### config.mk
export PLATFORM = sky130hd
export DESIGN_NAME = fpc_div_stage
export DESIGN_NICKNAME = d
export VERILOG_FILES = /design/src/rtl/fpc_pkg.sv /design/src/rtl/fpc_div_stage.sv
export SDC_FILE = /design/constraint.sdc
export NUM_CORES = 1
export LEC_CHECK = 0
export ABC_AREA = 1
export BUFFER_PORTS_ARGS = -buffer_cell sky130_fd_sc_hd__buf_4
export CAP_MARGIN = 20
export CORE_AREA = 2 2 387 389
export DETAILED_ROUTE_END_ITERATION = 10
export DIE_AREA = 0 0 389 391
export PLACE_DENSITY_LB_ADDON = 0.2
export SLEW_MARGIN = 0
export SYNTH_ARGS = -nofsm -noshare
export SYNTH_HDL_FRONTEND = slang
export SYNTH_SLANG_ARGS = --single-unit
### constraint.sdc
create_clock -name vclk -period 6.1
set_clock_uncertainty 0.2 [all_clocks]
set_input_delay 0.61 -clock vclk [all_inputs]
set_output_delay 0.61 -clock vclk [all_outputs]
set_load 0.05 [all_outputs]
### src/rtl/fpc_pkg.sv
// Shared types, codes and helpers for the fixed-point calculator ALU.
// No dependencies; the RTL files refer to it by scoped names, the testbench imports it.
`default_nettype none
package fpc_pkg;

    localparam int ANG_BITS = 24;
    localparam int QUO_W    = 32;

    localparam logic [3:0] OP_MUL   = 4'd0;
    localparam logic [3:0] OP_DIV   = 4'd1;
    localparam logic [3:0] OP_ADD   = 4'd2;
    localparam logic [3:0] OP_SUB   = 4'd3;
    localparam logic [3:0] OP_AVG   = 4'd4;
    localparam logic [3:0] OP_ABS   = 4'd5;
    localparam logic [3:0] OP_F2C   = 4'd6;
    localparam logic [3:0] OP_C2F   = 4'd7;
    localparam logic [3:0] OP_TAN   = 4'd8;
    localparam logic [3:0] OP_ROUND = 4'd9;

    localparam logic [1:0] ST_OK   = 2'd0;
    localparam logic [1:0] ST_DIV0 = 2'd1;
    localparam logic [1:0] ST_SAT  = 2'd2;

    localparam logic [31:0] Q_MAX = 32'h7FFF_FFFF;
    localparam logic [31:0] Q_MIN = 32'h8000_0000;

    typedef struct packed {
        logic [3:0]          func;
        logic signed [31:0]  a;
        logic signed [31:0]  b;
        logic signed [63:0]  prod;
        logic [31:0]         res;
        logic [1:0]          st;
        logic                use_div;
        logic [63:0]         dvd;
        logic [31:0]         dvs;
        logic                neg;
        logic signed [31:0]  post;
        logic                ovf;
        logic [QUO_W-1:0]    quo;
        logic [32:0]         ang;
        logic                ang_neg;
        logic signed [31:0]  r;
        logic signed [33:0]  x;
        logic signed [33:0]  y;
        logic signed [32:0]  z;
    } pipe_t;

    typedef struct packed {
        logic [31:0] val;
        logic [1:0]  st;
    } sat_t;

    function automatic sat_t sat64(input logic signed [63:0] v);
        sat_t o;
        o.st = ST_OK;
        if (v > 64'sd2147483647)
        begin
            o.val = Q_MAX;
            o.st  = ST_SAT;
        end
        else if (v < -64'sd2147483648)
        begin
            o.val = Q_MIN;
            o.st  = ST_SAT;
        end
        else
        begin
            o.val = v[31:0];
        end
        return o;
    endfunction

    function automatic logic [63:0] mag64(input logic signed [63:0] v);
        logic signed [63:0] n;
        n = -v;
        return v[63] ? n : v;
    endfunction

    // arctangent of 2^-i in degrees, 24 fraction bits
    function automatic logic [31:0] atan_deg(input int idx);
        logic [31:0] t;
        unique case (idx)
            0:  t = 32'd754974720;
            1:  t = 32'd445687602;
            2:  t = 32'd235489088;
            3:  t = 32'd119537938;
            4:  t = 32'd60000934;
            5:  t = 32'd30029717;
            6:  t = 32'd15018523;
            7:  t = 32'd7509720;
            8:  t = 32'd3754917;
            9:  t = 32'd1877466;
            10: t = 32'd938734;
            11: t = 32'd469367;
            12: t = 32'd234684;
            13: t = 32'd117342;
            14: t = 32'd58671;
            15: t = 32'd29335;
            16: t = 32'd14668;
            17: t = 32'd7334;
            18: t = 32'd3667;
            19: t = 32'd1833;
            20: t = 32'd917;
            21: t = 32'd458;
            22: t = 32'd229;
            23: t = 32'd115;
            default: t = 32'd0;
        endcase
        return t;
    endfunction

endpackage
`default_nettype wire

### src/rtl/fpc_div_stage.sv
// One restoring-division step: resolve quotient bit BIT.
// Depends on fpc_pkg.
`default_nettype none
module fpc_div_stage #(
    parameter int BIT = 0
) (
    input  fpc_pkg::pipe_t d,
    output fpc_pkg::pipe_t q
);

    logic [63:0] sh;

    assign sh = {32'b0, d.dvs} << BIT;

    always_comb
    begin
        q = d;
        if (d.dvd >= sh)
        begin
            q.dvd      = d.dvd - sh;
            q.quo[BIT] = 1'b1;
        end
    end

endmodule
`default_nettype wire

; Word level (Yosys, flattened, before mapping)
; Index checks and enable logic that the tools add are counted.
[word_totals]
elab_cells = 4
ff_bits = 0
latchBits = 0
romBits = 0
output_inout_bits = 496
inputBits = 496
n_memories = 0
mem_bits_rw = 0
[classes]
n_shift = 0
add_sub_neg = 1
bitwise_logic = 0
mul = 0
n_reduce_logical = 0
n_lt_le_gt_ge = 1
n_eq_ne = 0
muxes = 2
div = 0
[ops]
columns = operator, count
row1 = >= comparator 64 x 32 -> 1 bit, 1
row2 = 2-to-1 mux 64 bit, 1
row3 = subtractor 64 x 32 -> 64 bit, 1
row4 = 2-to-1 mux 1 bit, 1

; Logic depth before layout (Yosys ltp)
[depth]
ltp_word = 2
depth_mapped = 16
ltp_nobuf = 16

; Worst setup path before layout
; OpenSTA, ideal clock, no wires.
[synth_timing]
kind = input port to output port
start = in d[265] (netlist bit)
end = out q[293] (netlist bit)
slack_ps = 2035
cell_stages = 15
required_time_ps = 5290
n_path_buf = 1
arrival_time_ps = 3255
path_cell_list = inv_1 > ha_1 > fa_1 > inv_1 > nand3_1 > nand2_1 > nand2_1 > nand2_1 > nand2_1 > nand2_2 > nand2_1 > nand3_4 > inv_4 > buf_4 > o21ai_0
[synth_rtl]
columns = item, line_no
row1 = from (decl), fpc_div_stage.sv:7  ; input fpc_pkg::pipe_t d,
row2 = to (decl), fpc_div_stage.sv:8  ; output fpc_pkg::pipe_t q

==> out/metrics.csv <==
metric;value;unit
outcome;finished, final reports clean;
drtPass1Iterations;4;
fp.dieH;391;um
yosysTopAreaCell;buf_4;
arrival;4.21;ns
cp-start-kind;primary input;
clockBufferCount;0;
post-route-period-util;82.4;%
drt_wl_total;72.3;mm
io_pins;992;
synth_nets;1956;
drc;0;
cts_hold_buf;0;
area_growth;7.84;%
vias_per_cell;2.37;
syn_area;7930;sq um
critPathMaxFanout;32;
grt_usage;9.01;%
synthTopCellsByCount;buf_4 (435), nand2_1 (398), inv_1 (181), nor2_1 (113), nand3_1 (58);
finalSetupViolCount;0;
fin_cells;3135;
crit_end;q[286];
rsz0062_at_grt;no;
layout-drive-gt1-share;20.2;%
synth_compound_gate_area_share;7.63;%
synth_cell_types;33;
cts_resized;0;
finalWorstSetupSlack;1.08;ns
period_needed;5.02;ns
relSlewSlack;56.5;%
routedWlPerCell;23.1;um
via_count;7419;
grt_pass1_vias;7528;
final-max-slew-violation-count;0;
synth_xor_xnor_area_share;2.87;%
synth_fa_ha_area_share;5.30;%
synth_area_leaders;buf_4 (41%), nand2_1 (19%), inv_1 (8.6%);
endpoint_kind;output pin;
critPathRequiredTime;5.29;ns
hold_viol_final;0;
dp_cells;3126;
worstMarginPinSlew;0.648;ns
drt-initial-drc-count;395;
synth_top_family_by_area;buffers and inverters;
gr-total-overflow;0;
avgSynthCellArea;5.56;sq um
yosys_warnings;0;
cp-startpoint;d[248];
hold_path_class;primary input to output pin;
fp-row-count;142;
grt_first_pass_wirelength;88.1;mm
ys_seq_area_share;0;%
portBuffers;194;
drtAntennaViolNets;0;
initial_core_util;5.34;%
drv_cap;0;
seq_cells;0;
pre_cts_ws;0.870;ns
die_w;389;um
fin_nets;1713;
core_area;149000;sq um
yosys.area.top_type_share;41.2;%
yosysMostFrequentCell;buf_4;
gp_congestion;0.779;
grt_max_degree;33;
dpl.hpwl;67.7;mm
antenna_found_initial;20;
synthSimpleGateAreaFrac;33.4;%
setup_tns;0;ns
post_cts_buffers;0;
timing.fmax;199;MHz
register_area;0;sq um
synth_cells;1427;
worstSetupPathType;primary input to output pin;
synthMuxAreaShare;0;%
die_area;152000;sq um
==> metrics by stage <==
| step | util [%] | hold slack (ns) | instance area, sq um |
|---|---|---|---|
| floorplan | - | 1.19 | 7930 |
| global placement | 5.74 | 1.02 | 8530 |
| detailed placement | 5.74 | 1.02 | 8530 |
| CTS | 5.74 | 1.02 | 8530 |
| global route | 5.74 | 1.02 | 8530 |
| finish | 5.76 | 1.02 | 8550 |
==> layer usage <==
| layer | GRT usage, % | routed length (um) | share of wire (%) | up-vias |
|---|---|---|---|---|
| met3 | 6.02 | 10700 | 15 | 152 |
| met4 | 2.45 | 2380 | 3.3 | 18 |
| met2 | 13.9 | 31000 | 43 | 604 |
| met5 | 0.478 | 194 | 0.27 | - |
| met1 | 10.0 | 28000 | 39 | 3182 |
| li1 | - | - | - | 3463 |
==> worst max-delay path, cell delays in order <==
cell and delay, ns:
buf_4 0.15, inv_1 0.06, ha_1 0.37, nand2_1 0.18
nor2_1 0.45, nand2_1 0.14, nor2_1 0.36, nand2_1 0.12
nand2_2 0.10, nor2_4 0.04, nand3_4 0.30, inv_4 0.24
buf_12 0.26, o21ai_0 0.44, buf_4 0.29
==> worst min-delay path by stage <==
stage,cells after the start,slack [ns],end,start
floorplan,1,1.19,q[0],d[0]
global placement,0,1.02,q[102],d[102]
detailed placement,0,1.02,q[102],d[102]
CTS,0,1.02,q[102],d[102]
global route,0,1.02,q[224],d[224]
finish,0,1.02,q[108],d[108]
==> placed cells by master, fill, tap and decap left out, types with 5 or more instances in the layout <==
master,n
nand2_1,398
buf_4,197
inv_1,181
nor2_1,113
nand3_1,58
a21oi_1,34
o21ai_0,34
ha_1,32
nor3_1,25
xnor2_1,22
a21oi_2,20
nand4_1,16
diode_2,9
nand3b_1,6
o21ai_1,6
nand2_2,6
o21bai_1,5
==> cell type report <==
cell class / instances / area [sq um]
fillers: 17800 / 140000
multi-input cells: 799 / 3900
well taps: 1944 / 2430
repair buffers: 198 / 1500
inverters: 185 / 697
diodes: 9 / 22.5
==> kinds of logic after synthesis <==
kind of cell	Yosys count
AO/OA/AOI/OAI	102
XOR/XNOR	26
adder cells (fa/ha/maj)	33
buffers and inverters	628
AND/OR/NAND/NOR	638
