## src/rtl/fpc_pkg.sv

```systemverilog
// Shared types, codes and helpers for the fixed-point calculator ALU.
// No dependencies; the RTL files refer to it by scoped names, the testbench imports it.
`default_nettype none
package fpc_pkg;

    localparam int ANG_BITS = 24;
    localparam int QUO_W    = 32;

    localparam logic [3:0] OP_MUL   = 4'd0;
    localparam logic [3:0] OP_DIV   = 4'd1;
    localparam logic [3:0] OP_ADD   = 4'd2;
    localparam logic [3:0] OP_SUB   = 4'd3;
    localparam logic [3:0] OP_AVG   = 4'd4;
    localparam logic [3:0] OP_ABS   = 4'd5;
    localparam logic [3:0] OP_F2C   = 4'd6;
    localparam logic [3:0] OP_C2F   = 4'd7;
    localparam logic [3:0] OP_TAN   = 4'd8;
    localparam logic [3:0] OP_ROUND = 4'd9;

    localparam logic [1:0] ST_OK   = 2'd0;
    localparam logic [1:0] ST_DIV0 = 2'd1;
    localparam logic [1:0] ST_SAT  = 2'd2;

    localparam logic [31:0] Q_MAX = 32'h7FFF_FFFF;
    localparam logic [31:0] Q_MIN = 32'h8000_0000;

    typedef struct packed {
        logic [3:0]          func;
        logic signed [31:0]  a;
        logic signed [31:0]  b;
        logic signed [63:0]  prod;
        logic [31:0]         res;
        logic [1:0]          st;
        logic                use_div;
        logic [63:0]         dvd;
        logic [31:0]         dvs;
        logic                neg;
        logic signed [31:0]  post;
        logic                ovf;
        logic [QUO_W-1:0]    quo;
        logic [32:0]         ang;
        logic                ang_neg;
        logic signed [31:0]  r;
        logic signed [33:0]  x;
        logic signed [33:0]  y;
        logic signed [32:0]  z;
    } pipe_t;

    typedef struct packed {
        logic [31:0] val;
        logic [1:0]  st;
    } sat_t;

    function automatic sat_t sat64(input logic signed [63:0] v);
        sat_t o;
        o.st = ST_OK;
        if (v > 64'sd2147483647)
        begin
            o.val = Q_MAX;
            o.st  = ST_SAT;
        end
        else if (v < -64'sd2147483648)
        begin
            o.val = Q_MIN;
            o.st  = ST_SAT;
        end
        else
        begin
            o.val = v[31:0];
        end
        return o;
    endfunction

    function automatic logic [63:0] mag64(input logic signed [63:0] v);
        logic signed [63:0] n;
        n = -v;
        return v[63] ? n : v;
    endfunction

    // arctangent of 2^-i in degrees, 24 fraction bits
    function automatic logic [31:0] atan_deg(input int idx);
        logic [31:0] t;
        unique case (idx)
            0:  t = 32'd754974720;
            1:  t = 32'd445687602;
            2:  t = 32'd235489088;
            3:  t = 32'd119537938;
            4:  t = 32'd60000934;
            5:  t = 32'd30029717;
            6:  t = 32'd15018523;
            7:  t = 32'd7509720;
            8:  t = 32'd3754917;
            9:  t = 32'd1877466;
            10: t = 32'd938734;
            11: t = 32'd469367;
            12: t = 32'd234684;
            13: t = 32'd117342;
            14: t = 32'd58671;
            15: t = 32'd29335;
            16: t = 32'd14668;
            17: t = 32'd7334;
            18: t = 32'd3667;
            19: t = 32'd1833;
            20: t = 32'd917;
            21: t = 32'd458;
            22: t = 32'd229;
            23: t = 32'd115;
            default: t = 32'd0;
        endcase
        return t;
    endfunction

endpackage
`default_nettype wire

```

## src/rtl/fpc_cordic_stage.sv

```systemverilog
// One rotation-mode CORDIC iteration in degrees.
// Depends on fpc_pkg.
`default_nettype none
module fpc_cordic_stage #(
    parameter int IDX = 0
) (
    input  fpc_pkg::pipe_t d,
    output fpc_pkg::pipe_t q
);

    localparam logic [31:0]        ATAN_U = fpc_pkg::atan_deg(IDX);
    localparam logic signed [32:0] ATAN   = $signed({1'b0, ATAN_U});

    logic signed [33:0] xs;
    logic signed [33:0] ys;

    assign xs = d.x >>> IDX;
    assign ys = d.y >>> IDX;

    always_comb
    begin
        q = d;
        if (!d.z[32])
        begin
            q.x = d.x - ys;
            q.y = d.y + xs;
            q.z = d.z - ATAN;
        end
        else
        begin
            q.x = d.x + ys;
            q.y = d.y - xs;
            q.z = d.z + ATAN;
        end
    end

endmodule
`default_nettype wire

```

## config.mk

```make
export PLATFORM = sky130hd
export DESIGN_NAME = fpc_cordic_stage
export DESIGN_NICKNAME = d
export VERILOG_FILES = /design/src/rtl/fpc_pkg.sv /design/src/rtl/fpc_cordic_stage.sv
export SDC_FILE = /design/constraint.sdc
export NUM_CORES = 1
export LEC_CHECK = 0
export ABC_CLOCK_PERIOD_IN_PS = 5250
export BUFFER_PORTS_ARGS = -buffer_cell sky130_fd_sc_hd__buf_2
export CAP_MARGIN = 20
export CORE_AREA = 5 5 388 390
export DETAILED_ROUTE_END_ITERATION = 12
export DIE_AREA = 0 0 393 395
export GPL_ROUTABILITY_DRIVEN = 0
export GPL_TIMING_DRIVEN = 1
export PLACE_DENSITY = 0.3
export SLEW_MARGIN = 20
export SYNTH_ARGS = -nofsm -noshare
export SYNTH_HDL_FRONTEND = slang
export SYNTH_SLANG_ARGS = --single-unit
```

## constraint.sdc

```tcl
create_clock -name vclk -period 5.25
set_clock_uncertainty 0.1 [all_clocks]
set_input_delay 0.525 -clock vclk [all_inputs]
set_output_delay 0.525 -clock vclk [all_outputs]
set_load 0.05 [all_outputs]
```

---- After elaboration in Yosys (flattened, before gate mapping) ----
Index checks and enable logic that the tools add are counted.
operators by class
  multiplexer cells ....................... 1
  add/subtract/negate cells ............... 5
operator list
  operator                  number
  $mux W101                 1
  $sub A34 B34 Y34          2
  $add A34 B34 Y34          1
  $add A33 B31 Y33 const B  1
  $sub A33 B31 Y33 const B  1
storage, ports and cells
  bits in registers ....................... 0
  bits of input ports ..................... 496
  word-level logic and storage cells ...... 6
  output and inout bits ................... 496

---- Logic depth before layout (Yosys ltp) ----
  depth after elaboration ................. 2
  mapped depth ............................ 13

---- Least setup slack after synthesis ----
OpenSTA, ideal clock, no wires.
  kind .................................... input-to-output
  start ................................... input d[41] in the netlist's numbering
  end ..................................... output q[85] in the netlist's numbering
  required time ........................... 4.625 ns
  path slack .............................. 0.897 ns
  data arrival time ....................... 3.728 ns
  stages .................................. 11
  cells stage by stage .................... inv_1 > ha_1 > clkbuf_1 > or3_1 > nor2_1 > o31ai_1 > and2_1 > o31a_1 > o311a_1 > xnor2_1 > a221oi_1
RTL lines
  what                line                   text
  start: declaration  fpc_cordic_stage.sv:7  input fpc_pkg::pipe_t d,
  end: declaration    fpc_cordic_stage.sv:8  output fpc_pkg::pipe_t q

==> impl_metrics.yaml <==
worst_setup_path:
  path_cells: "buf_2, inv_1, ha_1, a21oi_1, o21ai_0, or2_2, a211o_1, o31ai_1, o21ai_0, nor2_1, a21oi_1, xnor2_1, buf_4, buf_2"
  critPathBufInv: 4
  critical_path.startpoint_type: "input port"
  worst_path_dominant_cell_family: "compound AO/OA/AOI/OAI gates"
  worst_setup_path_end_kind: "primary output"
  worst_ep_required_time_ns: 4.62
  type_of_the_worst_setup_path: "in -> out"
  critical_path_slowest_stage_cell: "ha_1"
  path_max_fanout: 11
  critPathArrivalTime_ns: 4.27
  timing.critical_path.slowest_cell_delay_ns: 0.48
sta:
  max-slew-margin-rel_pct: 37.0
  hold_ws_ns: 0.950
  worstMarginPinSlew_ns: 0.936
  finalWorstPathRequiredPeriod_ns: 4.89
  fin_ws_ns: 0.355
  final_min_period_over_clock_period_pct: 93.2
  setup-tns-final_ns: 0
  report.final.hold_viol_count: 0
  final_setup_violating_endpoints: 0
  slew_viol_final: 0
  fmax_mhz: 204
  unrepaired_setup_endpoints_after_global_routing: "no"
worst_hold_path:
  hp-class: "in -> out"
logic_synthesis:
  syn_nets: 1932
  post_synth.cell_area_avg_sq_um: 6.83
  most_frequent_cell_after_synthesis: "buf_4"
  synth_top_cells_by_area: "buf_4 35%, ha_1 15%, a21oi_1 6.6%"
  yosysSeqAreaShare_pct: 0
  yosysTopAreaCellShare_pct: 34.9
  yosys_warnings: 0
  synth_top_cells_by_count: "421 x buf_4, 119 x a21oi_1, 106 x ha_1"
  netlist_area_sq_mm: 0.00906
  post_synthesis_cells: 1326
  synth_cell_type_count: 67
  post_synth_top_area_cell: "buf_4"
die:
  fp.dieArea_sq_mm: 0.155
  ioPinCount: 992
  design.core.area_sq_mm: 0.147
  initial_core_util_pct: 6.17
  rows: 141
  die-height_um: 395
  dieWidth_um: 393
cells_and_area:
  clkbuf_count: 0
  layout-drive-gt1-share_pct: 22.7
  num-nets-final: 1696
  final_cell_area_sq_mm: 0.00958
  n_sequential_cell: 0
  final_core_utilization_pct: 6.53
  area_delta_synth_final_pct: 5.76
  area.sequential_sq_um: 0
power:
  sw_frac_of_total_pct: 71.1
  switching_power_w: 0.00129
  ir_drop_mv: 0.110
  power.share.sequential_pct: 0
  combinational_power_share_pct: 100.0
  p_per_area_mw_per_mm2: 189
  standby_leakage_power_nw: 3.69
  cellInternalPower_w: 0.000523
  clockPowerShare_pct: 0
outcome:
  status: "finished clean"
placement:
  detailed_place.area_sq_mm: 0.00955
  dpl_worst_slack_ns: -0.0935
  place.port_buffers: 154
  dp_hpwl_um: 58500
routing:
  ant_nets: 0
  route.detailed.wl_per_inst_um: 21.5
  drt_wl_total_um: 64900
  firstDrtPassIters: 5
  drcViolationCount: 0
  drtIter0Drc: 522
  detailroute.via_count: 8149
  detail_route.vias_per_cell: 2.69
global_route:
  grt.met1_usage_pct: 9.81
  grt_pass1_vias: 8366
  grt_util_all_layers_pct: 7.81
  layer_with_the_highest_usage_after_global_routing: "met2"
  global_route_wire_length_before_repair_um: 82200
  grt_max_degree: 48
  globalRouteMet3Util_pct: 4.05
  number_of_antenna_violations_at_the_first_check_in_global_routing: 34
  grtUsageMet2_pct: 11.3
  global_route.overflow_total: 0
flow_run:
  count_of_max_cap_constraint_violations: 0
## routing by layer
metal / wire length, um / part of all wire [%]
met4: 2820 / 4.3
met2: 26100 / 40
met1: 28000 / 43
met5: 123 / 0.19
met3: 7950 / 12
## logic make-up (layout without fill, tap and decap cells)
group	count (synthesis)	in the layout	share of synthesized area (%)
mux	12	12	1.33
compound gates	337	337	23.6
fa+ha+maj	110	110	15.5
xor+xnor	71	71	6.86
other cells	0	8	0
buf+inv	572	334	41.3
simple gates	224	224	11.5
## area by class of cell
| class | count | area [sq um] |
|---|---|---|
| antenna | 8 | 20.0 |
| fill | 17500 | 137000 |
| inverter | 107 | 402 |
| multi-input combinational | 754 | 5340 |
| tap | 1930 | 2410 |
| timing repair buffer | 227 | 1410 |
## timing repair
| action | in CTS | in global routing |
|---|---|---|
| gates resized for setup | 1 | 1 |
| buffers inserted | 0 | 0 |
| endpoints found under the setup margin | 1 | 1 |
| endpoints found under the hold margin | 0 | 0 |
| hold buffers | 0 | 0 |
## power by group through the flow
stage          clock network, W  registers [W]  logic, W
2_1_floorplan                 0              0   0.00192
3_3_place_gp                  0              0   0.00188
3_5_place_dp                  0              0   0.00187
4_1_cts                       0              0   0.00188
5_1_grt         0.0000000000780              0   0.00195
6_report         0.000000000115              0   0.00181
## final timing paths
kind / startpoint / depth (start not counted) / end
max: d[37] / 14 / q[90]
min: d[120] / 0 / q[120]
## stage by stage
stage	cells	total power, W
after CTS	3018	0.00188
after detailed placement	3018	0.00187
after global placement	3018	0.00188
after global routing	3021	0.00195
after floorplan	1326	0.00192
final	3026	0.00181
## layout by cell type, fill, tap and decap left out, types with 3 or more instances in the layout
| master | synthesis | final |
|---|---|---|
| buf_2 | 3 | 147 |
| a21oi_1 | 119 | 119 |
| ha_1 | 106 | 106 |
| inv_1 | 104 | 104 |
| nor2_1 | 90 | 90 |
| o21ai_0 | 75 | 75 |
| buf_4 | 421 | 74 |
| xnor2_1 | 59 | 58 |
| nand2_1 | 50 | 50 |
| o21bai_1 | 22 | 22 |
| a211oi_1 | 17 | 17 |
| nand3_1 | 16 | 16 |
| nor3_1 | 15 | 15 |
| a21o_1 | 14 | 14 |
| xor2_1 | 12 | 12 |
| nor2b_1 | 12 | 12 |
| o31ai_1 | 13 | 12 |
| mux2i_1 | 12 | 12 |
| o21a_1 | 11 | 11 |
| o31a_1 | 11 | 11 |
| diode_2 | 0 | 8 |
| o211ai_1 | 7 | 7 |
| or3_1 | 6 | 6 |
| nand4_1 | 6 | 6 |
| or2_2 | 6 | 6 |
| buf_12 | 0 | 6 |
| a31oi_1 | 5 | 5 |
| nand2b_1 | 4 | 4 |
| a2111oi_0 | 4 | 4 |
| nand3b_1 | 4 | 4 |
| fa_1 | 4 | 4 |
| a221oi_1 | 3 | 3 |
| and3_1 | 3 | 3 |
| o2111ai_1 | 3 | 3 |
| a21boi_0 | 3 | 3 |
| a311o_1 | 3 | 3 |
| o311a_1 | 3 | 3 |
No activity file was read; power rests on OpenSTA's default activity.
