$ cat config.mk
export PLATFORM = sky130hd
export DESIGN_NAME = fpc_front
export DESIGN_NICKNAME = d
export VERILOG_FILES = /design/src/rtl/fpc_pkg.sv /design/src/rtl/fpc_front.sv
export SDC_FILE = /design/constraint.sdc
export NUM_CORES = 1
export LEC_CHECK = 0
export ABC_AREA = 1
export BUFFER_PORTS_ARGS = -buffer_cell sky130_fd_sc_hd__buf_2
export CAP_MARGIN = 20
export CORE_AREA = 4 4 380 382
export DETAILED_ROUTE_END_ITERATION = 8
export DIE_AREA = 0 0 384 386
export GPL_TIMING_DRIVEN = 0
export PLACE_DENSITY = 0.4
export SETUP_SLACK_MARGIN = 0.3
export SLEW_MARGIN = 20
export SYNTH_ARGS = -nofsm -noshare
export SYNTH_HDL_FRONTEND = slang
export SYNTH_SLANG_ARGS = --single-unit
$ cat constraint.sdc
create_clock -name vclk -period 11.3
set_input_delay 1.695 -clock vclk [all_inputs]
set_output_delay 1.695 -clock vclk [all_outputs]
set_load 0.01 [all_outputs]
$ cat src/rtl/fpc_pkg.sv
// Shared types, codes and helpers for the fixed-point calculator ALU.
// No dependencies; the RTL files refer to it by scoped names, the testbench imports it.
`default_nettype none
package fpc_pkg;

    localparam int ANG_BITS = 24;
    localparam int QUO_W    = 32;

    localparam logic [3:0] OP_MUL   = 4'd0;
    localparam logic [3:0] OP_DIV   = 4'd1;
    localparam logic [3:0] OP_ADD   = 4'd2;
    localparam logic [3:0] OP_SUB   = 4'd3;
    localparam logic [3:0] OP_AVG   = 4'd4;
    localparam logic [3:0] OP_ABS   = 4'd5;
    localparam logic [3:0] OP_F2C   = 4'd6;
    localparam logic [3:0] OP_C2F   = 4'd7;
    localparam logic [3:0] OP_TAN   = 4'd8;
    localparam logic [3:0] OP_ROUND = 4'd9;

    localparam logic [1:0] ST_OK   = 2'd0;
    localparam logic [1:0] ST_DIV0 = 2'd1;
    localparam logic [1:0] ST_SAT  = 2'd2;

    localparam logic [31:0] Q_MAX = 32'h7FFF_FFFF;
    localparam logic [31:0] Q_MIN = 32'h8000_0000;

    typedef struct packed {
        logic [3:0]          func;
        logic signed [31:0]  a;
        logic signed [31:0]  b;
        logic signed [63:0]  prod;
        logic [31:0]         res;
        logic [1:0]          st;
        logic                use_div;
        logic [63:0]         dvd;
        logic [31:0]         dvs;
        logic                neg;
        logic signed [31:0]  post;
        logic                ovf;
        logic [QUO_W-1:0]    quo;
        logic [32:0]         ang;
        logic                ang_neg;
        logic signed [31:0]  r;
        logic signed [33:0]  x;
        logic signed [33:0]  y;
        logic signed [32:0]  z;
    } pipe_t;

    typedef struct packed {
        logic [31:0] val;
        logic [1:0]  st;
    } sat_t;

    function automatic sat_t sat64(input logic signed [63:0] v);
        sat_t o;
        o.st = ST_OK;
        if (v > 64'sd2147483647)
        begin
            o.val = Q_MAX;
            o.st  = ST_SAT;
        end
        else if (v < -64'sd2147483648)
        begin
            o.val = Q_MIN;
            o.st  = ST_SAT;
        end
        else
        begin
            o.val = v[31:0];
        end
        return o;
    endfunction

    function automatic logic [63:0] mag64(input logic signed [63:0] v);
        logic signed [63:0] n;
        n = -v;
        return v[63] ? n : v;
    endfunction

    // arctangent of 2^-i in degrees, 24 fraction bits
    function automatic logic [31:0] atan_deg(input int idx);
        logic [31:0] t;
        unique case (idx)
            0:  t = 32'd754974720;
            1:  t = 32'd445687602;
            2:  t = 32'd235489088;
            3:  t = 32'd119537938;
            4:  t = 32'd60000934;
            5:  t = 32'd30029717;
            6:  t = 32'd15018523;
            7:  t = 32'd7509720;
            8:  t = 32'd3754917;
            9:  t = 32'd1877466;
            10: t = 32'd938734;
            11: t = 32'd469367;
            12: t = 32'd234684;
            13: t = 32'd117342;
            14: t = 32'd58671;
            15: t = 32'd29335;
            16: t = 32'd14668;
            17: t = 32'd7334;
            18: t = 32'd3667;
            19: t = 32'd1833;
            20: t = 32'd917;
            21: t = 32'd458;
            22: t = 32'd229;
            23: t = 32'd115;
            default: t = 32'd0;
        endcase
        return t;
    endfunction

endpackage
`default_nettype wire

$ cat src/rtl/fpc_front.sv
// Decode stage: finishes the short operations and sets up divider and angle work.
// Depends on fpc_pkg.
`default_nettype none
module fpc_front #(
    parameter int FRAC_BITS = 16
) (
    input  fpc_pkg::pipe_t d,
    output fpc_pkg::pipe_t q
);

    localparam logic signed [63:0] HALF_LSB = 64'sd1 <<< (FRAC_BITS - 1);
    localparam logic signed [63:0] KEEP     = ~((64'sd1 <<< FRAC_BITS) - 64'sd1);
    localparam logic signed [63:0] OFS32    = 64'sd32 <<< FRAC_BITS;

    logic signed [63:0] a64;
    logic signed [63:0] b64;
    logic signed [63:0] sum64;
    logic signed [63:0] avg64;
    logic signed [63:0] rv;
    logic signed [63:0] rt;
    logic signed [63:0] f2c_t;
    logic signed [63:0] c2f_t;
    logic [63:0]        amag;
    logic [63:0]        bmag;
    fpc_pkg::sat_t      sv;

    assign a64   = 64'(d.a);
    assign b64   = 64'(d.b);
    assign sum64 = a64 + b64;
    assign avg64 = sum64[63] ? ((sum64 + 64'sd1) >>> 1) : (sum64 >>> 1);
    assign rv    = a64 + HALF_LSB;
    assign rt    = rv[63] ? -((-rv) & KEEP) : (rv & KEEP);
    assign f2c_t = (a64 - OFS32) * 64'sd5;
    assign c2f_t = a64 * 64'sd9;
    assign amag  = fpc_pkg::mag64(a64);
    assign bmag  = fpc_pkg::mag64(b64);

    always_comb
    begin
        q         = d;
        q.res     = '0;
        q.st      = fpc_pkg::ST_OK;
        q.use_div = 1'b0;
        q.dvd     = '0;
        q.dvs     = 32'd1;
        q.neg     = 1'b0;
        q.post    = '0;
        q.ovf     = 1'b0;
        q.quo     = '0;
        q.ang     = amag[32:0];
        q.ang_neg = d.a[31];
        q.r       = '0;
        q.x       = 34'sd1 <<< 30;
        q.y       = '0;
        q.z       = '0;
        sv        = '0;
        unique case (d.func)
            fpc_pkg::OP_MUL:   sv = fpc_pkg::sat64(d.prod >>> FRAC_BITS);
            fpc_pkg::OP_ADD:   sv = fpc_pkg::sat64(sum64);
            fpc_pkg::OP_SUB:   sv = fpc_pkg::sat64(a64 - b64);
            fpc_pkg::OP_AVG:   sv = fpc_pkg::sat64(avg64);
            fpc_pkg::OP_ABS:   sv = fpc_pkg::sat64(d.a[31] ? -a64 : a64);
            fpc_pkg::OP_ROUND: sv = fpc_pkg::sat64(rt);
            fpc_pkg::OP_DIV:
            begin
                if (d.b == 32'sd0)
                begin
                    sv.val = d.a;
                    sv.st  = fpc_pkg::ST_DIV0;
                end
                else
                begin
                    q.use_div = 1'b1;
                    q.dvd     = amag << FRAC_BITS;
                    q.dvs     = bmag[31:0];
                    q.neg     = d.a[31] ^ d.b[31];
                end
            end
            fpc_pkg::OP_F2C:
            begin
                q.use_div = 1'b1;
                q.dvd     = fpc_pkg::mag64(f2c_t);
                q.dvs     = 32'd9;
                q.neg     = f2c_t[63];
            end
            fpc_pkg::OP_C2F:
            begin
                q.use_div = 1'b1;
                q.dvd     = fpc_pkg::mag64(c2f_t);
                q.dvs     = 32'd5;
                q.neg     = c2f_t[63];
                q.post    = 32'(OFS32);
            end
            fpc_pkg::OP_TAN:   q.use_div = 1'b1;
            default:           sv = '0;
        endcase
        q.res = sv.val;
        q.st  = sv.st;
    end

endmodule
`default_nettype wire

==> Yosys cells after proc, flatten, opt, wreduce, memory -nomap -nowiden <==
Cells that the tools add are included.
{ "op_classes": {"addsub": 11, "mul": 2, "order_cmp": 12, "n_eq_ne": 9, "n_mux": 30, "bitwise": 1, "n_reduce_logical": 3} }
{ "op_table": {"columns": ["operator", "n"], "rows": [
  ["64-bit two-way mux", 5],
  ["97-bit case mux with 3 select lines", 1],
  ["34-bit two-way mux", 7],
  ["34-bit case mux with 7 select lines", 1],
  ["32-bit two-way mux", 7],
  ["64-bit by 32-bit greater-than comparator with 1-bit output (second input constant)", 3],
  ["64-bit by 32-bit < comparator with 1-bit output (second input constant)", 3],
  ["37-bit negator with 64-bit output", 2],
  ["98-bit two-way mux", 1],
  ["33-bit by 32-bit greater-than comparator with 1-bit output (second input constant)", 2],
  ["33-bit by 32-bit < comparator with 1-bit output (second input constant)", 2],
  ["32-bit negator with 64-bit output", 1],
  ["33-bit negator with 64-bit output", 1],
  ["64-bit negator", 1],
  ["48-bit by 32-bit greater-than comparator with 1-bit output (second input constant)", 1],
  ["48-bit by 32-bit < comparator with 1-bit output (second input constant)", 1],
  ["32-bit by 5-bit multiplier with 37-bit output (second input constant)", 1],
  ["33-bit by 4-bit multiplier with 37-bit output (second input constant)", 1],
  ["33-bit by 2-bit adder with 34-bit output (second input constant)", 1],
  ["32-bit by 17-bit adder with 33-bit output (second input constant)", 1],
  ["32-bit by 32-bit adder with 33-bit output", 1],
  ["32-bit by 23-bit subtractor with 33-bit output (second input constant)", 1],
  ["32-bit by 32-bit subtractor with 33-bit output", 1],
  ["32-bit zero test", 1],
  ["11 further kinds", 21]
]} }
{ "totals": {"reg_bits": 0, "output_inout_bits": 496} }

==> Longest topological paths before layout <==
{ "logic_depth": {"ltp_word": 8, "ltp_mapped": 27, "mapped_depth_nobuf": 26} }

==> Worst setup path before layout <==
OpenSTA, ideal clock, no wires.
{ "synth_timing": {"path_type": "input -> output", "start": "in d[491] (netlist bit)", "end": "out q[275] (netlist bit)", "arrival_ns": 5.061, "required_time_ns": 9.605, "slack_ns": 4.544, "stages": 25, "n_path_buf": 2, "cell_sequence": "inv_2 > buf_1 > ha_1 > nand2_1 > nor2_1 > nand2_1 > xor2_1 > inv_1 > ha_1 > ha_1 > nand2_1 > nor2_1 > inv_1 > nor3_1 > nor2_1 > nand2_1 > inv_1 > o21ai_0 > nand2_1 > inv_2 > buf_2 > nand2_1 > nand2_1 > nand2_1 > o21ai_0"} }
{ "synth_rtl": {"columns": ["element", "line", "source"], "rows": [
  ["start, declared", "fpc_front.sv:7", "input fpc_pkg::pipe_t d,"],
  ["end, declared", "fpc_front.sv:8", "output fpc_pkg::pipe_t q"]
]} }

==> results.toml <==
[outcome]
outcome = "completed"

[grt]
grt_overflow = 0
met1_usage_pct = 27.3
grt_max_degree = 15
grt_pass1_wl_um = 198000
use_met2_pct = 27.3
grt_usage_pct = 18.5
global_route.peak_usage_layer = "met1"
antenna_found_initial = 28
grt_util_met3_pct = 3.93
grt_pass1_vias = 27100

[critical_path]
start_kind = "input pin"
critPathArrivalTime_ns = 7.46
critPathBufInv = 9
slowest_stage = "clkbuf_1"
worst-path-stages = 17
path_max_fanout = 10
cp_cell_sequence = "buf_2, clkbuf_1, inv_1, clkbuf_1, ha_1, buf_2, clkinv_1, nor4_1, nand4_1, nand3_1, nand2_1, nand3_1, buf_2, clkinv_1, a211oi_1, nand3_1, buf_2"
critPathMostFrequentCell = "buf_2"
crit_path_end_kind = "output port"
slowest_delay_ns = 0.58
critPathKind = "in -> out"
cpLargestDelayFamily = "buffers and inverters"
required_ns = 9.61

[clock_network]
post_cts_buffers = 0
cts-hold-fix-buffers = 0
postCtsResizedCells = 0

[detailed_routing]
drt_iter0_markers = 3228
wire_per_inst_um = 21.7
vias_per_cell = 4.38
wl_um = 146000
first_pass_iters = 6
drc = 0
postRouteAntennaNets = 0
vias = 29400

[placed_design]
gp_congestion = 0.981
place_hpwl_um = 129000
dp_slack_ns = 2.36
dpl-instance-area_um2 = 27100
dp_cells = 6709
port_buffers = 403

[die]
fp.dieArea_um2 = 148000
start_util_pct = 15.5
design.core.area_um2 = 141000
io_pins = 992
die_y_um = 386
num_rows = 138
die_x_um = 384

[sta]
slew_violations = 0
rsz0062_at_grt = "false"
final-setup-viol-count = 0
slew_headroom_pct = 17.7
layout_setup_ws_ns = 2.15
tightest_slew_ns = 1.22
fin_setup_tns_ns = 0
hold_viol = 0
max_freq_mhz = 109
holdWs_ns = 3.57
fin_crit_ns = 9.15
post-route-period-util_pct = 81.0

[min_path]
holdPathStages = 2
hold_path_startpoint = "d[374]"
hold_path.class = "in -> out"
hold_path_end = "q[374]"

[finish]
syn_to_final_growth_pct = 23.7
final_util_pct = 19.2
seq_cells = 0
clkbuf_count = 0
nets = 5523
drive_gt1_share_pct = 18.0
final_cell_area_um2 = 27100
seq_area_um2 = 0
fin_cells = 6713
mostFrequentLayoutCells = "1202 x nand2_1, 537 x inv_1, 501 x nor2_1, 439 x buf_2, 349 x buf_4"
final_common_cell = "nand2_1"

[pwr]
p_leak_nw = 15.2
p_per_area_nw_per_um2 = 60.3
ir_drop_mv = 0.0367
total_power_mw = 1.63

[yosys]
synth_area_um2 = 21900
ys_warn_count = 0
syn_inst = 4209
synth_area_per_cell_um2 = 5.20
synthDistinctLibCells = 57
ys_seq_area_share_pct = 0

[job]
drv_cap = 0
==> layer usage <==
metal	up-vias	wire (um)
met5	-	26
met4	4	3550
met3	138	14100
met2	1420	58600
met1	13600	69300
li1	14200	-
==> logic make-up (layout without fill, tap and decap cells) <==
logic type	count (synthesis)	in the layout	synth area share, %
fa+ha+maj	206	206	11.9
other cells	2	213	0.0343
compound gates	560	560	14.0
buf+inv	1002	1405	23.5
simple gates	2284	2284	44.2
xor+xnor	155	155	6.34
==> synth_stat cells (all sizes together), types with 12 or more instances <==
library cell	n	share of area [%]
nor4	13	0.37
o21bai	13	0.45
clkbuf	53	0.91
nand3	326	7.6
nand4	101	3.0
nand2	1216	21
nand3b	13	0.45
xor2	142	5.8
inv	551	9.5
a21o	12	0.41
o211ai	12	0.41
ha	202	12
nor2	521	9.4
o21ai	215	4.9
a211oi	12	0.41
o22ai	22	0.63
a21oi	231	5.3
buf	391	13
nor3	74	1.8
xnor2	13	0.52
==> how the worst max path moves through the flow <==
stage            from     end  slack, ns
6_report       d[459]  q[335]       2.15
2_1_floorplan  d[491]  q[275]       4.54
3_3_place_gp   d[491]  q[272]       2.27
5_1_grt        d[491]  q[272]       1.90
3_5_place_dp   d[459]  q[335]       2.36
4_1_cts        d[459]  q[335]       2.32
==> area by class of cell <==
class              count  area, um2
repair buffers       403       2020
multi-input cells   3414      17500
well taps           1890       2360
plain buffers        444       3060
diodes                 4       10.0
fillers            16800     114000
inverters            558       2090
==> power by group <==
| part | switching (mW) | leakage [nW] | internal (mW) |
|---|---|---|---|
| clock network | 0 | 0.0000205 | 0.0000000405 |
| registers | 0 | 0 | 0 |
| logic | 1.16 | 15.2 | 0.473 |
| total | 1.16 | 15.2 | 0.473 |
No activity file was read; power rests on OpenSTA's default activity.
