$ cat config.mk
export PLATFORM = sky130hd
export DESIGN_NAME = fpc_red_stage
export DESIGN_NICKNAME = d
export VERILOG_FILES = /design/src/rtl/fpc_pkg.sv /design/src/rtl/fpc_red_stage.sv
export SDC_FILE = /design/constraint.sdc
export NUM_CORES = 1
export LEC_CHECK = 0
export ABC_CLOCK_PERIOD_IN_PS = 1700
export BUFFER_PORTS_ARGS = -buffer_cell sky130_fd_sc_hd__buf_4
export CAP_MARGIN = 30
export CORE_AREA = 3 3 387 389
export DETAILED_ROUTE_END_ITERATION = 10
export DIE_AREA = 0 0 390 392
export PLACE_DENSITY = 0.3
export SLEW_MARGIN = 10
export SYNTH_ARGS = -nofsm -noshare
export SYNTH_HDL_FRONTEND = slang
export SYNTH_SLANG_ARGS = --single-unit
$ cat constraint.sdc
create_clock -name vclk -period 1.7
set_input_delay 0.085 -clock vclk [all_inputs]
set_output_delay 0.085 -clock vclk [all_outputs]
set_load 0.01 [all_outputs]
$ cat src/rtl/fpc_pkg.sv
// Shared types, codes and helpers for the fixed-point calculator ALU.
// No dependencies; the RTL files refer to it by scoped names, the testbench imports it.
`default_nettype none
package fpc_pkg;

    localparam int ANG_BITS = 24;
    localparam int QUO_W    = 32;

    localparam logic [3:0] OP_MUL   = 4'd0;
    localparam logic [3:0] OP_DIV   = 4'd1;
    localparam logic [3:0] OP_ADD   = 4'd2;
    localparam logic [3:0] OP_SUB   = 4'd3;
    localparam logic [3:0] OP_AVG   = 4'd4;
    localparam logic [3:0] OP_ABS   = 4'd5;
    localparam logic [3:0] OP_F2C   = 4'd6;
    localparam logic [3:0] OP_C2F   = 4'd7;
    localparam logic [3:0] OP_TAN   = 4'd8;
    localparam logic [3:0] OP_ROUND = 4'd9;

    localparam logic [1:0] ST_OK   = 2'd0;
    localparam logic [1:0] ST_DIV0 = 2'd1;
    localparam logic [1:0] ST_SAT  = 2'd2;

    localparam logic [31:0] Q_MAX = 32'h7FFF_FFFF;
    localparam logic [31:0] Q_MIN = 32'h8000_0000;

    typedef struct packed {
        logic [3:0]          func;
        logic signed [31:0]  a;
        logic signed [31:0]  b;
        logic signed [63:0]  prod;
        logic [31:0]         res;
        logic [1:0]          st;
        logic                use_div;
        logic [63:0]         dvd;
        logic [31:0]         dvs;
        logic                neg;
        logic signed [31:0]  post;
        logic                ovf;
        logic [QUO_W-1:0]    quo;
        logic [32:0]         ang;
        logic                ang_neg;
        logic signed [31:0]  r;
        logic signed [33:0]  x;
        logic signed [33:0]  y;
        logic signed [32:0]  z;
    } pipe_t;

    typedef struct packed {
        logic [31:0] val;
        logic [1:0]  st;
    } sat_t;

    function automatic sat_t sat64(input logic signed [63:0] v);
        sat_t o;
        o.st = ST_OK;
        if (v > 64'sd2147483647)
        begin
            o.val = Q_MAX;
            o.st  = ST_SAT;
        end
        else if (v < -64'sd2147483648)
        begin
            o.val = Q_MIN;
            o.st  = ST_SAT;
        end
        else
        begin
            o.val = v[31:0];
        end
        return o;
    endfunction

    function automatic logic [63:0] mag64(input logic signed [63:0] v);
        logic signed [63:0] n;
        n = -v;
        return v[63] ? n : v;
    endfunction

    // arctangent of 2^-i in degrees, 24 fraction bits
    function automatic logic [31:0] atan_deg(input int idx);
        logic [31:0] t;
        unique case (idx)
            0:  t = 32'd754974720;
            1:  t = 32'd445687602;
            2:  t = 32'd235489088;
            3:  t = 32'd119537938;
            4:  t = 32'd60000934;
            5:  t = 32'd30029717;
            6:  t = 32'd15018523;
            7:  t = 32'd7509720;
            8:  t = 32'd3754917;
            9:  t = 32'd1877466;
            10: t = 32'd938734;
            11: t = 32'd469367;
            12: t = 32'd234684;
            13: t = 32'd117342;
            14: t = 32'd58671;
            15: t = 32'd29335;
            16: t = 32'd14668;
            17: t = 32'd7334;
            18: t = 32'd3667;
            19: t = 32'd1833;
            20: t = 32'd917;
            21: t = 32'd458;
            22: t = 32'd229;
            23: t = 32'd115;
            default: t = 32'd0;
        endcase
        return t;
    endfunction

endpackage
`default_nettype wire

$ cat src/rtl/fpc_red_stage.sv
// One step of the angle reduction modulo 180 degrees: drop a shifted period.
// Depends on fpc_pkg.
`default_nettype none
module fpc_red_stage #(
    parameter int FRAC_BITS = 16,
    parameter int SHIFT     = 0
) (
    input  fpc_pkg::pipe_t d,
    output fpc_pkg::pipe_t q
);

    localparam logic [39:0] STEP = 40'd180 << (FRAC_BITS + SHIFT);

    logic [39:0] ang40;
    logic [39:0] diff;

    assign ang40 = {7'b0, d.ang};
    assign diff  = ang40 - STEP;

    always_comb
    begin
        q = d;
        if (ang40 >= STEP)
        begin
            q.ang = diff[32:0];
        end
    end

endmodule
`default_nettype wire

# ---- Yosys cells after proc, flatten, opt, wreduce, memory -nomap -nowiden
# Cells that the tools add are included.
dict set report word_totals {
  register_bits 0
  inputBits 496
  out_inout_bits 496
  word_cells 3
}
dict set report op_classes {
  n_addsub 1
  n_lt_le_gt_ge 1
  mux 1
}
# op n
set ops {}
lappend ops {{$ge 33x24->1 const B} 1}
lappend ops {{$mux 33} 1}
lappend ops {{$sub 33x24->33 const B} 1}

# ---- Logic depth before layout (Yosys ltp)
# Gate-level depths: netlist of run 1.
dict set report logic_depth {
  word_depth 2
  depth_mapped 7
  depth_no_buf 7
}

# ---- Worst setup path after synthesis of run 1
# No wires, ideal clock.
dict set report synth_path {
  path_type {input-to-output}
  start {in d[153] in the netlist's numbering}
  end {out q[165] in the netlist's numbering}
  arrival_time_ps 1339
  required_time_ps 1615
  path_slack_ps 276
  path_stages 7
  n_path_buf 0
  cell_sequence {inv_1 > ha_1 > nor4b_2 > nand4_1 > o21bai_4 > nor2_4 > o31ai_1}
}
# item line_no
set synth_rtl {}
lappend synth_rtl {{start: declaration} fpc_red_stage.sv:8} ;# input fpc_pkg::pipe_t d,
lappend synth_rtl {{end: declaration} fpc_red_stage.sv:9} ;# output fpc_pkg::pipe_t q

==> results of run 1 <==
## worst min path at each step
stage	slack [ns]	start	end
2_1_floorplan	0.24	d[159]	q[161]
5_1_grt	0.17	d[184]	q[184]
6_report	0.17	d[129]	q[129]
3_5_place_dp	0.17	d[182]	q[182]
3_3_place_gp	0.17	d[182]	q[182]
4_1_cts	0.17	d[182]	q[182]
## area by class of cell
type	count	area [µm²]
Timing Repair Buffer	104	877
Fill cell	17614	143000
Tap cell	1930	2410
Antenna cell	1	2.50
Multi-Input combinational cell	64	704
Inverter	4	20.0
## metrics by stage
stage | hold slack, ns | total power [mW] | util, % | std cells | TNS, ns
after floorplan | 0.239 | 1.25 | - | 550 | 0
after global placement | 0.170 | 0.424 | 2.50 | 2099 | -2.27
after detailed placement | 0.170 | 0.423 | 2.50 | 2099 | -2.15
after CTS | 0.170 | 0.478 | 2.64 | 2100 | -0.374
after global routing | 0.170 | 0.534 | 2.73 | 2102 | -0.925
final | 0.170 | 0.493 | 2.73 | 2103 | -0.0553
## kinds of logic (layout without fill, tap and decap cells)
| logic type | Yosys count | after routing | share of synthesized area (%) |
|---|---|---|---|
| xor gates and xnor gates | 4 | 4 | 0.852 |
| and+or+nand+nor | 34 | 34 | 4.99 |
| other | 0 | 1 | 0 |
| AOI/OAI and AO/OA | 22 | 22 | 4.62 |
| muxes | 2 | 2 | 0.487 |
| adders and majority gates | 2 | 2 | 0.608 |
| buffers and inverters | 486 | 108 | 88.4 |
## power by group
part,internal (mW),total [mW],switching (mW)
clock network,0.0000000996,0.0000000996,0
registers,0,0,0
logic,0.245,0.493,0.248
## cell usage in the layout (no fill, tap or decap), types with 2 or more instances in the layout
master and count:
ha_4 2, nor3_2 2, nand3_2 2, o21bai_4 2, o21ai_1 2, nor2_1 5
inv_1 3, buf_8 2, nor4_4 3, or3_1 4, xnor2_1 3, o221ai_2 2
nand2_1 5, buf_4 85, o21ai_2 3, buf_6 15, o31ai_4 4, buf_12 2
## what timing repair did
item                       in CTS  in global routing
setup buffers                   2                  2
resized for setup              40                 22
hold buffers                    0                  0
setup endpoints to repair      14                 14
cloned                          0                  0
pin swaps                       9                  9
## per-layer routing
layer	track usage [%]	vias up
li1	-	478
met1	2.39	679
met2	17.4	690
met3	23.7	62
met4	1.26	0
met5	0	-
==> impl_metrics.env, run 1 <==
export IMPL_initial_core_util_pct=2.80
export IMPL_postLayoutSetupSlackWorst_ns=-0.0278
export IMPL_fmax_mhz=579
export IMPL_maxSlewViolCount=0
export IMPL_syn_to_final_growth_pct=-2.28
export IMPL_relSlewSlack_pct=77.7
export IMPL_hold_viol=0
export IMPL_seq_cells=0
export IMPL_avgRoutedWirePerCell_um=41.9
export IMPL_ios=992
export IMPL_ir_drop_v=0.0000325
export IMPL_drive_above_1_share_pct=79.7
export IMPL_m1WireLength_um=6920
export IMPL_grt_pass1_vias=1886
export IMPL_leakage_nw=0.738
export IMPL_critPathMostFrequentCell="buf_4"
export IMPL_gp_congestion=0.768
export IMPL_startpoint="d[162]"
export IMPL_syn_area_um2=4110
export IMPL_synth_top_area_cell="buf_4"
export IMPL_rows=141
export IMPL_first_iter_violations=44
export IMPL_die_w_um=390
export IMPL_critical_path_cell_count=8
export IMPL_ys_types=36
export IMPL_holdCritPathClass="in2out"
export IMPL_via_count=1909
export IMPL_finalInstanceArea_um2=4020
export IMPL_yosysMostFrequentCell="buf_4"
export IMPL_finalCriticalPeriod_ns=1.73
export IMPL_ys_warn_count=0
export IMPL_nets=672
export IMPL_seq_area_frac_synth_pct=0
export IMPL_final_seq_area_um2=0
export IMPL_hpwl_um=86500
export IMPL_setup_violations=3
export IMPL_gr_total_overflow=0
export IMPL_pre_cts_ws_ns=-0.282
export IMPL_io_buffer_count=66
export IMPL_ant_nets=0
export IMPL_path_buf_inv=3
export IMPL_dpl_instance_area_um2=3680
export IMPL_syn_num_nets=1048
export IMPL_cp_slowest_cell="nor2_4"
export IMPL_synthTopCellsByArea="buf_4 (88%), o31ai_2 (0.91%), xnor2_1 (0.85%), o21ai_1 (0.73%), ha_1 (0.61%)"
export IMPL_cp_max_fo=6
export IMPL_worst_setup_path_start_kind="primary input"
export IMPL_synthCells=550
export IMPL_syn_avg_cell_area_um2=7.48
export IMPL_violations="negative setup slack"
export IMPL_highest_layer="met4"
export IMPL_end_kind="primary output"
export IMPL_max_slew_worst_pin_slew_ns=0.334
export IMPL_holdPathStages=0
export IMPL_synth_top_area_share_pct=87.8
export IMPL_die_h_um=392
export IMPL_wl_met3_um=40300
export IMPL_avgViaCountPerCell=0.908
export IMPL_crit_chain="buf_4 -> nor4_4 -> buf_4 -> nand3_2 -> o21bai_4 -> nor2_4 -> mux2i_2 -> buf_4"
export IMPL_power_density_nw_per_um2=123
export IMPL_endpoint="q[153]"
export IMPL_critPathRequiredTime_ns=1.62
export IMPL_wirelength_um=88100
export IMPL_grt_pass1_wl_um=91200
export IMPL_outcome="finished with violations"
export IMPL_cap_violations=0
export IMPL_wl_met2_um=39600
export IMPL_timing_final_crit_share_pct=102
export IMPL_grt_max_degree=7
export IMPL_drc=0
export IMPL_nClkBuffers=0
export IMPL_floorplan_core_area_um2=147000
export IMPL_die_area_um2=153000
export IMPL_critical_path_top_delay_family="simple AND/OR/NAND/NOR gates"
export IMPL_ys_top_cells_by_count="buf_4 (481), o21ai_1 (6), nand2_1 (5), nor2_1 (5)"
export IMPL_critPathKind="in2out"
export IMPL_grt_usage_pct=10.9
export IMPL_grt_setup_unrepaired="yes"
export IMPL_cp_arrival_ns=1.64
export IMPL_first_pass_iters=4
export IMPL_max_stage_delay_ns=0.29
export IMPL_grt_antenna_before_repair=1
Power figures use the tool's default switching activity.
==> inputs of run 2 (changes only) <==
--- a/config.mk
+++ b/config.mk
@@ -11,6 +11,7 @@
 export CORE_AREA = 3 3 387 389
 export DETAILED_ROUTE_END_ITERATION = 10
 export DIE_AREA = 0 0 390 392
+export MAX_ROUTING_LAYER = met4
 export PLACE_DENSITY = 0.3
 export SLEW_MARGIN = 10
 export SYNTH_ARGS = -nofsm -noshare
==> run 2 against run 1 <==
  * The flow still finishes with violations (negative setup slack)
  * Clock-buffer cell count unchanged
  * Worst setup slack worse by 0.0067 ns
  * Non-clock buffer count did not move
  * First-iteration DRC count down 9.1%
  * Cell area increased by 0.12%
  * Sequential cell count unchanged
  * Via count rose by 3.4%
  * Critical path type unchanged
  * Largest power group unchanged
==> impl_metrics.env, run 2 (synthesis results as in run 1) <==
export IMPL_floorplan_core_area_um2=147000
export IMPL_hold_viol=0
export IMPL_holdCritPathClass="in2out"
export IMPL_ios=992
export IMPL_grt_usage_pct=11.2
export IMPL_seq_cells=0
export IMPL_ant_nets=0
export IMPL_timing_final_crit_share_pct=102
export IMPL_gp_congestion=0.779
export IMPL_power_share_switching_pct=50.3
export IMPL_violations="negative setup slack"
export IMPL_postLayoutSetupSlackWorst_ns=-0.0344
export IMPL_via_count=1973
export IMPL_dpl_instance_area_um2=3680
export IMPL_fin_tns_setup_ns=-0.0469
export IMPL_critPathMostFrequentCell="buf_4"
export IMPL_cap_violations=0
export IMPL_wirelength_um=88000
export IMPL_grt_antenna_before_repair=1
export IMPL_grt_setup_unrepaired="yes"
export IMPL_critPathKind="in2out"
export IMPL_first_pass_iters=4
export IMPL_syn_to_final_growth_pct=-2.16
export IMPL_leakage_nw=0.738
export IMPL_setup_violations=2
export IMPL_grt_pass1_wl_um=91800
export IMPL_first_iter_violations=40
export IMPL_finalInstanceArea_um2=4020
export IMPL_maxSlewViolCount=0
export IMPL_io_buffer_count=66
export IMPL_relSlewSlack_pct=77.7
export IMPL_avgRoutedWirePerCell_um=41.8
export IMPL_drive_above_1_share_pct=79.7
export IMPL_die_area_um2=153000
export IMPL_nClkBuffers=0
export IMPL_die_w_um=390
export IMPL_max_slew_worst_pin_slew_ns=0.334
export IMPL_finalCriticalPeriod_ns=1.73
export IMPL_outcome="finished with violations"
export IMPL_final_cell_mix="buf_4 (85), buf_6 (15), nand2_1 (5), nor2_1 (5)"
export IMPL_initial_core_util_pct=2.80
export IMPL_worst_setup_path_start_kind="primary input"
export IMPL_ir_drop_v=0.0000326
export IMPL_p_seq_share_pct=0
export IMPL_hpwl_um=86500
export IMPL_fill_cells=17614
export IMPL_drc=0
export IMPL_crit_chain="buf_4 -> nor4_4 -> buf_4 -> nand3_2 -> o21bai_4 -> nor2_4 -> mux2i_2 -> buf_4"
export IMPL_critical_path_top_delay_family="simple AND/OR/NAND/NOR gates"
export IMPL_combPwrFrac_pct=100.0
export IMPL_die_h_um=392
export IMPL_cp_arrival_ns=1.65
export IMPL_grt_max_degree=7
export IMPL_cp_slowest_cell="nor2_4"
export IMPL_avgViaCountPerCell=0.937
export IMPL_critPathRequiredTime_ns=1.62
export IMPL_pre_cts_ws_ns=-0.282
export IMPL_path_buf_inv=3
export IMPL_nets=672
export IMPL_power_internal_mw=0.245
export IMPL_final_common_cell="buf_4"
export IMPL_fmax_mhz=577
export IMPL_max_stage_delay_ns=0.29
export IMPL_cp_max_fo=6
export IMPL_end_kind="primary output"
export IMPL_pwr_share_clk_pct=0
export IMPL_gr_total_overflow=0
export IMPL_hold_ws_ns=0.170
export IMPL_switching_power_mw=0.247
export IMPL_rows=141
export IMPL_final_seq_area_um2=0
export IMPL_power_density_nw_per_um2=122
export IMPL_grt_pass1_vias=1955
-- run 2: cell count changes in the layout (fill, tap and decap cells not counted) --
cell	before	now
diode_2	1	3
-- run 2: repair_timing --
action | in CTS | in global routing
pin swaps | 9 | 9
setup buffers | 2 | 2
hold buffers | 0 | 0
resized for setup | 40 | 22
endpoints found under the setup margin | 14 | 14
cloned | 0 | 0
-- run 2: power by group through the flow --
stage | sequential [mW] | clock, mW | combinational (mW)
global route | 0 | 0 | 0.534
finish | 0 | 0.000000278 | 0.492
floorplan | 0 | 0 | 1.25
CTS | 0 | 0 | 0.478
detailed placement | 0 | 0 | 0.423
global placement | 0 | 0 | 0.424
-- run 2: final cells by class --
class              instances  area (µm²)  share of cell area [%]
multi-input cells         64         704                    17.5
inverters                  4        20.0                   0.498
repair buffers           104         877                    21.8
well taps               1930        2410                    60.0
diodes                     3        7.51                   0.187
-- run 2: stage by stage --
stage | cells | total power, mW | utilization (%)
floorplan | 550 | 1.25 | -
global placement | 2099 | 0.424 | 2.50
detailed placement | 2099 | 0.423 | 2.50
CTS | 2100 | 0.478 | 2.64
global route | 2102 | 0.534 | 2.73
finish | 2105 | 0.492 | 2.73
-- run 2: worst paths after layout --
| kind | end | cells after the start | startpoint | slack (ns) |
|---|---|---|---|---|
| hold / removal | q[129] | 0 | d[129] | 0.17 |
| setup / recovery | q[153] | 8 | d[162] | -0.03 |
-- run 2: routing by layer --
metal | global-route usage (%) | routed length (µm)
met1 | 2.37 | 6860
met2 | 17.6 | 39900
met3 | 23.7 | 40400
met4 | 0.801 | 933
met5 | - | 0
